## config.mk

```make
export PLATFORM = sky130hd
export DESIGN_NAME = sorted_value_list_core
export DESIGN_NICKNAME = d
export VERILOG_FILES = /design/src/rtl/core/svl_pkg.sv /design/src/rtl/core/sorted_value_list_core.sv /design/src/rtl/core/svl_datapath.sv /design/src/rtl/core/svl_ctrl.sv
export SDC_FILE = /design/constraint.sdc
export NUM_CORES = 2
export LEC_CHECK = 0
export BUFFER_PORTS_ARGS = -buffer_cell sky130_fd_sc_hd__buf_2
export CORE_UTILIZATION = 35
export CTS_CLUSTER_DIAMETER = 40
export DETAILED_ROUTE_END_ITERATION = 7
export SLEW_MARGIN = 20
export SYNTH_ARGS = -nofsm -noshare
export SYNTH_HDL_FRONTEND = slang
export SYNTH_HIERARCHICAL = 1
export SYNTH_SLANG_ARGS = --single-unit
```

## constraint.sdc

```tcl
create_clock -name clk -period 12.9 [get_ports clk]
set_clock_uncertainty 0.2 [all_clocks]
set_input_delay 1.935 -clock clk [delete_from_list [all_inputs] [get_ports clk]]
set_output_delay 1.935 -clock clk [all_outputs]
set_load 0.05 [all_outputs]
```

## src/rtl/core/svl_pkg.sv

```systemverilog
// ----------------------------------------------------------------------------
// svl_pkg
// types, codes and constants of the sorted value list
// ----------------------------------------------------------------------------
package svl_pkg;

    localparam int CAPACITY = 16;
    localparam int CNT_W    = $clog2(CAPACITY + 1);

    localparam logic [2:0] ACT_INS_DUP  = 3'd0;
    localparam logic [2:0] ACT_INS_UNIQ = 3'd1;
    localparam logic [2:0] ACT_REM_ONE  = 3'd2;
    localparam logic [2:0] ACT_REM_ALL  = 3'd3;
    localparam logic [2:0] ACT_LOOKUP   = 3'd4;

    localparam logic [1:0] ST_OK     = 2'd0;
    localparam logic [1:0] ST_ABSENT = 2'd1;
    localparam logic [1:0] ST_DUP    = 2'd2;
    localparam logic [1:0] ST_FULL   = 2'd3;

    typedef logic [CNT_W-1:0] cnt_t;

    typedef struct packed {
        logic       load;
        logic       insert;
        logic       delete;
        logic       finish;
        logic [1:0] status_code;
    } svl_cmd_t;

    typedef struct packed {
        logic       hit;
        logic       full;
        logic       removed_nz;
        logic [2:0] action;
    } svl_stat_t;

    function automatic logic [4:0] to_out5(input cnt_t x);
        logic [CNT_W+4:0] tmp;
        tmp = {5'b0, x};
        return tmp[4:0];
    endfunction

endpackage

```

## src/rtl/core/sorted_value_list_core.sv

```systemverilog
// ----------------------------------------------------------------------------
// sorted_value_list_core
// ascending list of signed 32-bit values with insert, remove and lookup
//
//   channel  direction  handshake             fields
//   in       sink       in_valid / in_stall   action, key_value
//   out      source     out_valid / out_stall status, entry_count, removed_count
//
// an item is captured in the idle state, then compared against every cell and
// the cells shifted in the exec state; remove-all removes one match at a time
// reset clears the count and the handshake state, the cells need no reset
// the result sits in an output register, a stalled output holds the next
// item in the compare cycle until the register frees up
// ----------------------------------------------------------------------------
module sorted_value_list_core import svl_pkg::*;
(
    input  logic               clk,
    input  logic               rst_n,
    input  logic               in_valid,
    output logic               in_stall,
    input  logic [2:0]         action,
    input  logic signed [31:0] key_value,
    output logic               out_valid,
    input  logic               out_stall,
    output logic [1:0]         status,
    output logic [4:0]         entry_count,
    output logic [4:0]         removed_count
);

    svl_cmd_t  cmd;
    svl_stat_t stat;

    svl_ctrl u_ctrl (
        .clk       (clk),
        .rst_n     (rst_n),
        .in_valid  (in_valid),
        .in_stall  (in_stall),
        .out_valid (out_valid),
        .out_stall (out_stall),
        .stat      (stat),
        .cmd       (cmd)
    );

    svl_datapath u_datapath (
        .clk           (clk),
        .rst_n         (rst_n),
        .cmd           (cmd),
        .stat          (stat),
        .action        (action),
        .key_value     (key_value),
        .status        (status),
        .entry_count   (entry_count),
        .removed_count (removed_count)
    );

endmodule

```

## src/rtl/core/svl_datapath.sv

```systemverilog
// ----------------------------------------------------------------------------
// svl_datapath
// value cells with per-cell compares, shift insert/delete, counters, result regs
// ----------------------------------------------------------------------------
module svl_datapath import svl_pkg::*;
(
    input  logic               clk,
    input  logic               rst_n,
    input  svl_cmd_t           cmd,
    output svl_stat_t          stat,
    input  logic [2:0]         action,
    input  logic signed [31:0] key_value,
    output logic [1:0]         status,
    output logic [4:0]         entry_count,
    output logic [4:0]         removed_count
);

    logic [2:0]         action_reg;
    logic signed [31:0] key_reg;
    logic signed [31:0] store_reg [CAPACITY];
    logic signed [31:0] store_next [CAPACITY];
    cnt_t               count_reg;
    cnt_t               count_next;
    cnt_t               removed_reg;
    cnt_t               removed_next;
    logic [1:0]         status_reg;
    logic [4:0]         entry_count_reg;
    logic [4:0]         removed_count_reg;
    logic [CAPACITY-1:0] lt;
    logic [CAPACITY-1:0] eq;

    // per-cell compare against the key
    always_comb
    begin
        for (int i = 0; i < CAPACITY; i++)
        begin
            lt[i] = (cnt_t'(i) < count_reg) && (store_reg[i] < key_reg);
            eq[i] = (cnt_t'(i) < count_reg) && (store_reg[i] == key_reg);
        end
    end

    // insert opens a slot at the lower bound, delete closes the first match
    always_comb
    begin
        for (int i = 0; i < CAPACITY; i++)
        begin
            store_next[i] = store_reg[i];
            if (cmd.insert && !lt[i])
            begin
                if (i == 0)
                    store_next[i] = key_reg;
                else if (lt[i-1])
                    store_next[i] = key_reg;
                else
                    store_next[i] = store_reg[i-1];
            end
            else if (cmd.delete && !lt[i] && (i < CAPACITY - 1))
            begin
                store_next[i] = store_reg[i+1];
            end
        end
    end

    always_comb
    begin
        count_next = count_reg;
        if (cmd.insert)
            count_next = count_reg + cnt_t'(1);
        else if (cmd.delete)
            count_next = count_reg - cnt_t'(1);
    end

    always_comb
    begin
        removed_next = removed_reg;
        if (cmd.load)
            removed_next = '0;
        else if (cmd.delete)
            removed_next = removed_reg + cnt_t'(1);
    end

    always_ff @(posedge clk)
    begin
        if (cmd.load)
        begin
            action_reg <= action;
            key_reg    <= key_value;
        end
        for (int i = 0; i < CAPACITY; i++)
            store_reg[i] <= store_next[i];
        if (cmd.finish)
        begin
            status_reg        <= cmd.status_code;
            entry_count_reg   <= to_out5(count_next);
            removed_count_reg <= to_out5(removed_next);
        end
    end

    always_ff @(posedge clk or negedge rst_n)
    begin
        if (!rst_n)
        begin
            count_reg   <= '0;
            removed_reg <= '0;
        end
        else
        begin
            count_reg   <= count_next;
            removed_reg <= removed_next;
        end
    end

    assign stat.hit        = |eq;
    assign stat.full       = count_reg >= cnt_t'(CAPACITY);
    assign stat.removed_nz = removed_reg != '0;
    assign stat.action     = action_reg;

    assign status        = status_reg;
    assign entry_count   = entry_count_reg;
    assign removed_count = removed_count_reg;

endmodule

```

## src/rtl/core/svl_ctrl.sv

```systemverilog
// ----------------------------------------------------------------------------
// svl_ctrl
// sequencer: accepts an item, runs the action, hands off the result
// ----------------------------------------------------------------------------
module svl_ctrl import svl_pkg::*;
(
    input  logic      clk,
    input  logic      rst_n,
    input  logic      in_valid,
    output logic      in_stall,
    output logic      out_valid,
    input  logic      out_stall,
    input  svl_stat_t stat,
    output svl_cmd_t  cmd
);

    typedef enum logic [1:0] {
        S_IDLE = 2'b01,
        S_EXEC = 2'b10
    } state_t;

    state_t state_reg;
    state_t state_next;
    logic   out_valid_reg;
    logic   out_valid_next;
    logic   out_free;

    assign in_stall = state_reg != S_IDLE;
    assign out_free = !out_valid_reg || !out_stall;

    always_comb
    begin
        state_next       = state_reg;
        cmd              = '0;
        cmd.status_code  = ST_ABSENT;
        cmd.load         = in_valid && (state_reg == S_IDLE);
        unique case (state_reg)
            S_IDLE:
            begin
                if (in_valid)
                    state_next = S_EXEC;
            end
            S_EXEC:
            begin
                unique case (stat.action)
                    ACT_INS_DUP:
                    begin
                        if (out_free)
                        begin
                            cmd.finish      = 1'b1;
                            cmd.insert      = !stat.full;
                            cmd.status_code = stat.full ? ST_FULL : ST_OK;
                        end
                    end
                    ACT_INS_UNIQ:
                    begin
                        if (out_free)
                        begin
                            cmd.finish = 1'b1;
                            if (stat.hit)
                                cmd.status_code = ST_DUP;
                            else if (stat.full)
                                cmd.status_code = ST_FULL;
                            else
                            begin
                                cmd.insert      = 1'b1;
                                cmd.status_code = ST_OK;
                            end
                        end
                    end
                    ACT_REM_ONE:
                    begin
                        if (out_free)
                        begin
                            cmd.finish      = 1'b1;
                            cmd.delete      = stat.hit;
                            cmd.status_code = stat.hit ? ST_OK : ST_ABSENT;
                        end
                    end
                    ACT_REM_ALL:
                    begin
                        // one match removed per cycle until none is left
                        if (stat.hit)
                            cmd.delete = 1'b1;
                        else if (out_free)
                        begin
                            cmd.finish      = 1'b1;
                            cmd.status_code = stat.removed_nz ? ST_OK : ST_ABSENT;
                        end
                    end
                    ACT_LOOKUP:
                    begin
                        if (out_free)
                        begin
                            cmd.finish      = 1'b1;
                            cmd.status_code = stat.hit ? ST_OK : ST_ABSENT;
                        end
                    end
                    default:
                    begin
                        if (out_free)
                        begin
                            cmd.finish      = 1'b1;
                            cmd.status_code = ST_ABSENT;
                        end
                    end
                endcase
                if (cmd.finish)
                    state_next = S_IDLE;
            end
            default:
            begin
                state_next = S_IDLE;
            end
        endcase
    end

    always_comb
    begin
        out_valid_next = out_valid_reg;
        if (cmd.finish)
            out_valid_next = 1'b1;
        else if (!out_stall)
            out_valid_next = 1'b0;
    end

    always_ff @(posedge clk or negedge rst_n)
    begin
        if (!rst_n)
        begin
            state_reg     <= S_IDLE;
            out_valid_reg <= 1'b0;
        end
        else
        begin
            state_reg     <= state_next;
            out_valid_reg <= out_valid_next;
        end
    end

    assign out_valid = out_valid_reg;

endmodule

```

==> summary.txt <==
Status
  – Status: finished clean

Global routing
  – Vias in the first global route: 35821
  – Most Used Layer, Global Route: met2
  – GR Util met1: 35.6%
  – Initial antenna violation count: 2
  – Met3 usage in global routing: 6.04%
  – First-pass GRT wire length: 245 mm
  – Largest net degree at the start of global routing: 115
  – Met2 Use GR: 40.8%
  – Overflow after GRT: 0
  – Gr usage total: 26.9%

Routing
  – DRC viols: 0
  – Post-DR vias/cell: 6.54
  – Detailed-route wire length per cell: 29.5 um
  – Drt pass-1 iters: 6
  – DR vias: 37442
  – Initial detailed-routing violation count: 4749
  – Post-DRT Antenna Nets: 0
  – Detailed Route WL: 169 mm

Clock tree
  – Clk sink count: 572
  – Htree depth: 3
  – Root buf cell: clkbuf_16
  – Clock transition at the registers of the reported paths: 60 ps
  – Max Buffers Root-to-Sink: 3
  – Hold Buf Count CTS: 0
  – TritonCTS clock tree: built
  – Post-CTS resize count: 0
  – CTS buffer count: 115
  – Worst-skew pair later-pin latency: 720 ps
  – Setup bufs post-CTS: 0

Yosys
  – Post-synthesis sequential area ratio: 40.4%
  – Unique masters post-synth: 84
  – Warnings, synthesis: 6
  – Synth Register Bits: 572
  – Async SR Flop Fraction: 2.27%
  – Mapped cell area: 0.0424 mm2
  – Syn_area_per_cell: 10.5 um2
  – Syn Nets: 4580
  – Synth Instances: 4024
  – Number of flops mapped to enable cells by yosys: 559
  – Top_reg_cell synth: edfxtp_1

Timing
  – Fin crit period: 7490 ps
  – # setup viols final: 0
  – Final period util: 58.1%
  – Slew headroom: 13.6%
  – FMAX: 0.134 GHz
  – TNS Setup: 0 ps
  – Fin. max-slew vios: 0
  – Final hold vios: 0
  – Setup ws final: 5410 ps
  – Slew @ Worst Pin: 1300 ps
  – RSZ-0062 raised after global routing: false

Worst setup path
  – CP max FO: 40
  – WS Path Type: reg2reg
  – Required time of the critical path: 13150 ps
  – Arrival @ worst endpoint: 7730 ps
  – Worst Setup End Kind: flop
  – Worst Setup Start Kind: flop

Layout
  – Most common cell after layout, fill and taps aside: edfxtp_1
  – Register area: 0.0171 mm2
  – Fin nets: 4565
  – Syn-to-layout area delta: 15.5%
  – Layout cells sized above 1: 21.2%
  – Multi-input gate area: 0.0240 mm2
  – Fill count: 11440
  – Final core utilization: 40.8%
  – Most frequent cells in the layout: edfxtp_1 (559), ha_1 (516), a31oi_1 (421), mux2_2 (400), nand3_1 (276)
  – Largest register FFs: 512

Pwr
  – Power per cell area: 124 mW/mm2
  – VDD IR-drop max: 0.103 mV
  – Leak Pwr: 18.0 nW
  – Total power: 6.06 mW

Place
  – Port Buf Inserts: 52
  – Pre-CTS setup slack: 5670 ps
  – Final Wtd Congestion: 0.963
  – Post-DP HPWL: 116 mm

Die
  – Rows: 127
  – Top Ports: 53
  – Chip Height: 350 um
  – Die width: 350 um
  – Die area: 0.122 mm2
  – Starting Density: 35.3%
  – Core ar.: 0.120 mm2

Run
  – Max Cap Violations: 0

Worst hold path
  – Hold Crit Class: reg2reg
## routing by layer
layer / vias to the layer above / part of all wire [%]
met5: - / 0.012
met4: 2 / 5.9
met1: 18405 / 41
li1: 16204 / -
met2: 2324 / 43
met3: 507 / 10
## Yosys cell counts (all sizes together), types with 6 or more instances
library cell / number / area share (%)
mux2i: 12 / 0.28
a211o: 8 / 0.17
and3: 43 / 0.64
a21o: 34 / 0.60
or3: 6 / 0.10
dfrtp: 12 / 0.71
edfxtp: 559 / 40
a211oi: 10 / 0.20
a2111oi: 31 / 0.64
nor2: 94 / 0.83
a21oi: 238 / 2.8
nand2: 124 / 1.1
a21boi: 16 / 0.28
o21a: 14 / 0.25
nand2b: 36 / 0.53
o31a: 36 / 0.74
nand3: 279 / 3.3
nor3: 77 / 0.95
a311o: 31 / 0.73
o31ai: 41 / 0.77
mux2: 405 / 11
and4: 15 / 0.31
clkbuf: 272 / 2.4
inv: 73 / 0.65
buf: 50 / 0.65
a221oi: 18 / 0.37
nor4: 24 / 0.40
o211ai: 48 / 0.85
ha: 517 / 15
nor2b: 21 / 0.31
a31oi: 424 / 6.3
nand4: 116 / 1.7
o21ai: 264 / 3.1
a221o: 7 / 0.17
## through the flow
stage | area (um2) | hold slack (ps) | cells
2_1_floorplan | 42400 | 328 | 4024
3_5_place_dp | 44700 | 381 | 5500
6_report | 48900 | 372 | 5724
4_1_cts | 48800 | 364 | 5719
5_1_grt | 48900 | 393 | 5723
3_3_place_gp | 44700 | 372 | 5499
## kinds of logic (layout without fill, tap and decap cells)
logic type / count (synthesis) / in the layout / synth area share, %
AND/OR/NAND/NOR: 857 / 857 / 10.6
XOR/XNOR: 8 / 8 / 0.165
AO/OA/AOI/OAI: 1257 / 1257 / 18.8
adder cells (fa/ha/maj): 517 / 517 / 15.3
buffers and inverters: 396 / 483 / 3.71
multiplexers: 417 / 417 / 11.0
other: 0 / 1 / 0
flip-flops: 572 / 572 / 40.4
## power by group
part           switching [mW]  leakage, nW  internal (mW)  total (mW)
clock                    1.15         1.98           2.05        3.20
sequential             0.0127         5.21           2.03        2.04
combinational           0.552         10.8          0.262       0.814
## layout make-up
cell class,count,area share [%]
diodes,1,0.00511
clock buffers,124,6.01
clock inverters,95,2.35
inverters,74,0.568
multi-input cells,3056,49.1
flip-flops and latches,572,35.0
well taps,1612,4.12
repair buffers,190,2.83
## worst max-delay path: stages (launching register included)
cell,delay (ps)
edfxtp_1,350
buf_4,250
inv_1,960
ha_1,420
nand4_1,210
or2_2,170
nor3_1,80
nand3_1,270
nand4_1,340
nor4_1,410
nand4_1,370
a21oi_1,320
nor2b_4,180
buf_4,440
clkinv_1,650
nor2_4,1020
mux2_2,430
## final timing paths
kind	start	cells after the start	end	slack, ps
hold / removal	u_datapath/store_reg[1][255]$_DFFE_PP_	1	u_datapath/store_reg[1][223]$_DFFE_PP_	370
min in group asynchronous	rst_n	1	u_datapath/removed_reg[0]$_DFF_PN0_	900
setup reg to reg	u_datapath/key_reg[25]$_DFFE_PP_	16	u_datapath/store_reg[0][93]$_DFFE_PP_	5410
hold reg to reg	u_datapath/store_reg[1][255]$_DFFE_PP_	1	u_datapath/store_reg[1][223]$_DFFE_PP_	370
setup / recovery	u_datapath/key_reg[25]$_DFFE_PP_	16	u_datapath/store_reg[0][93]$_DFFE_PP_	5410
max in group asynchronous	rst_n	1	u_ctrl/state_reg[0]$_DFFE_PN1P_	11310
Power figures use the tool's default switching activity.
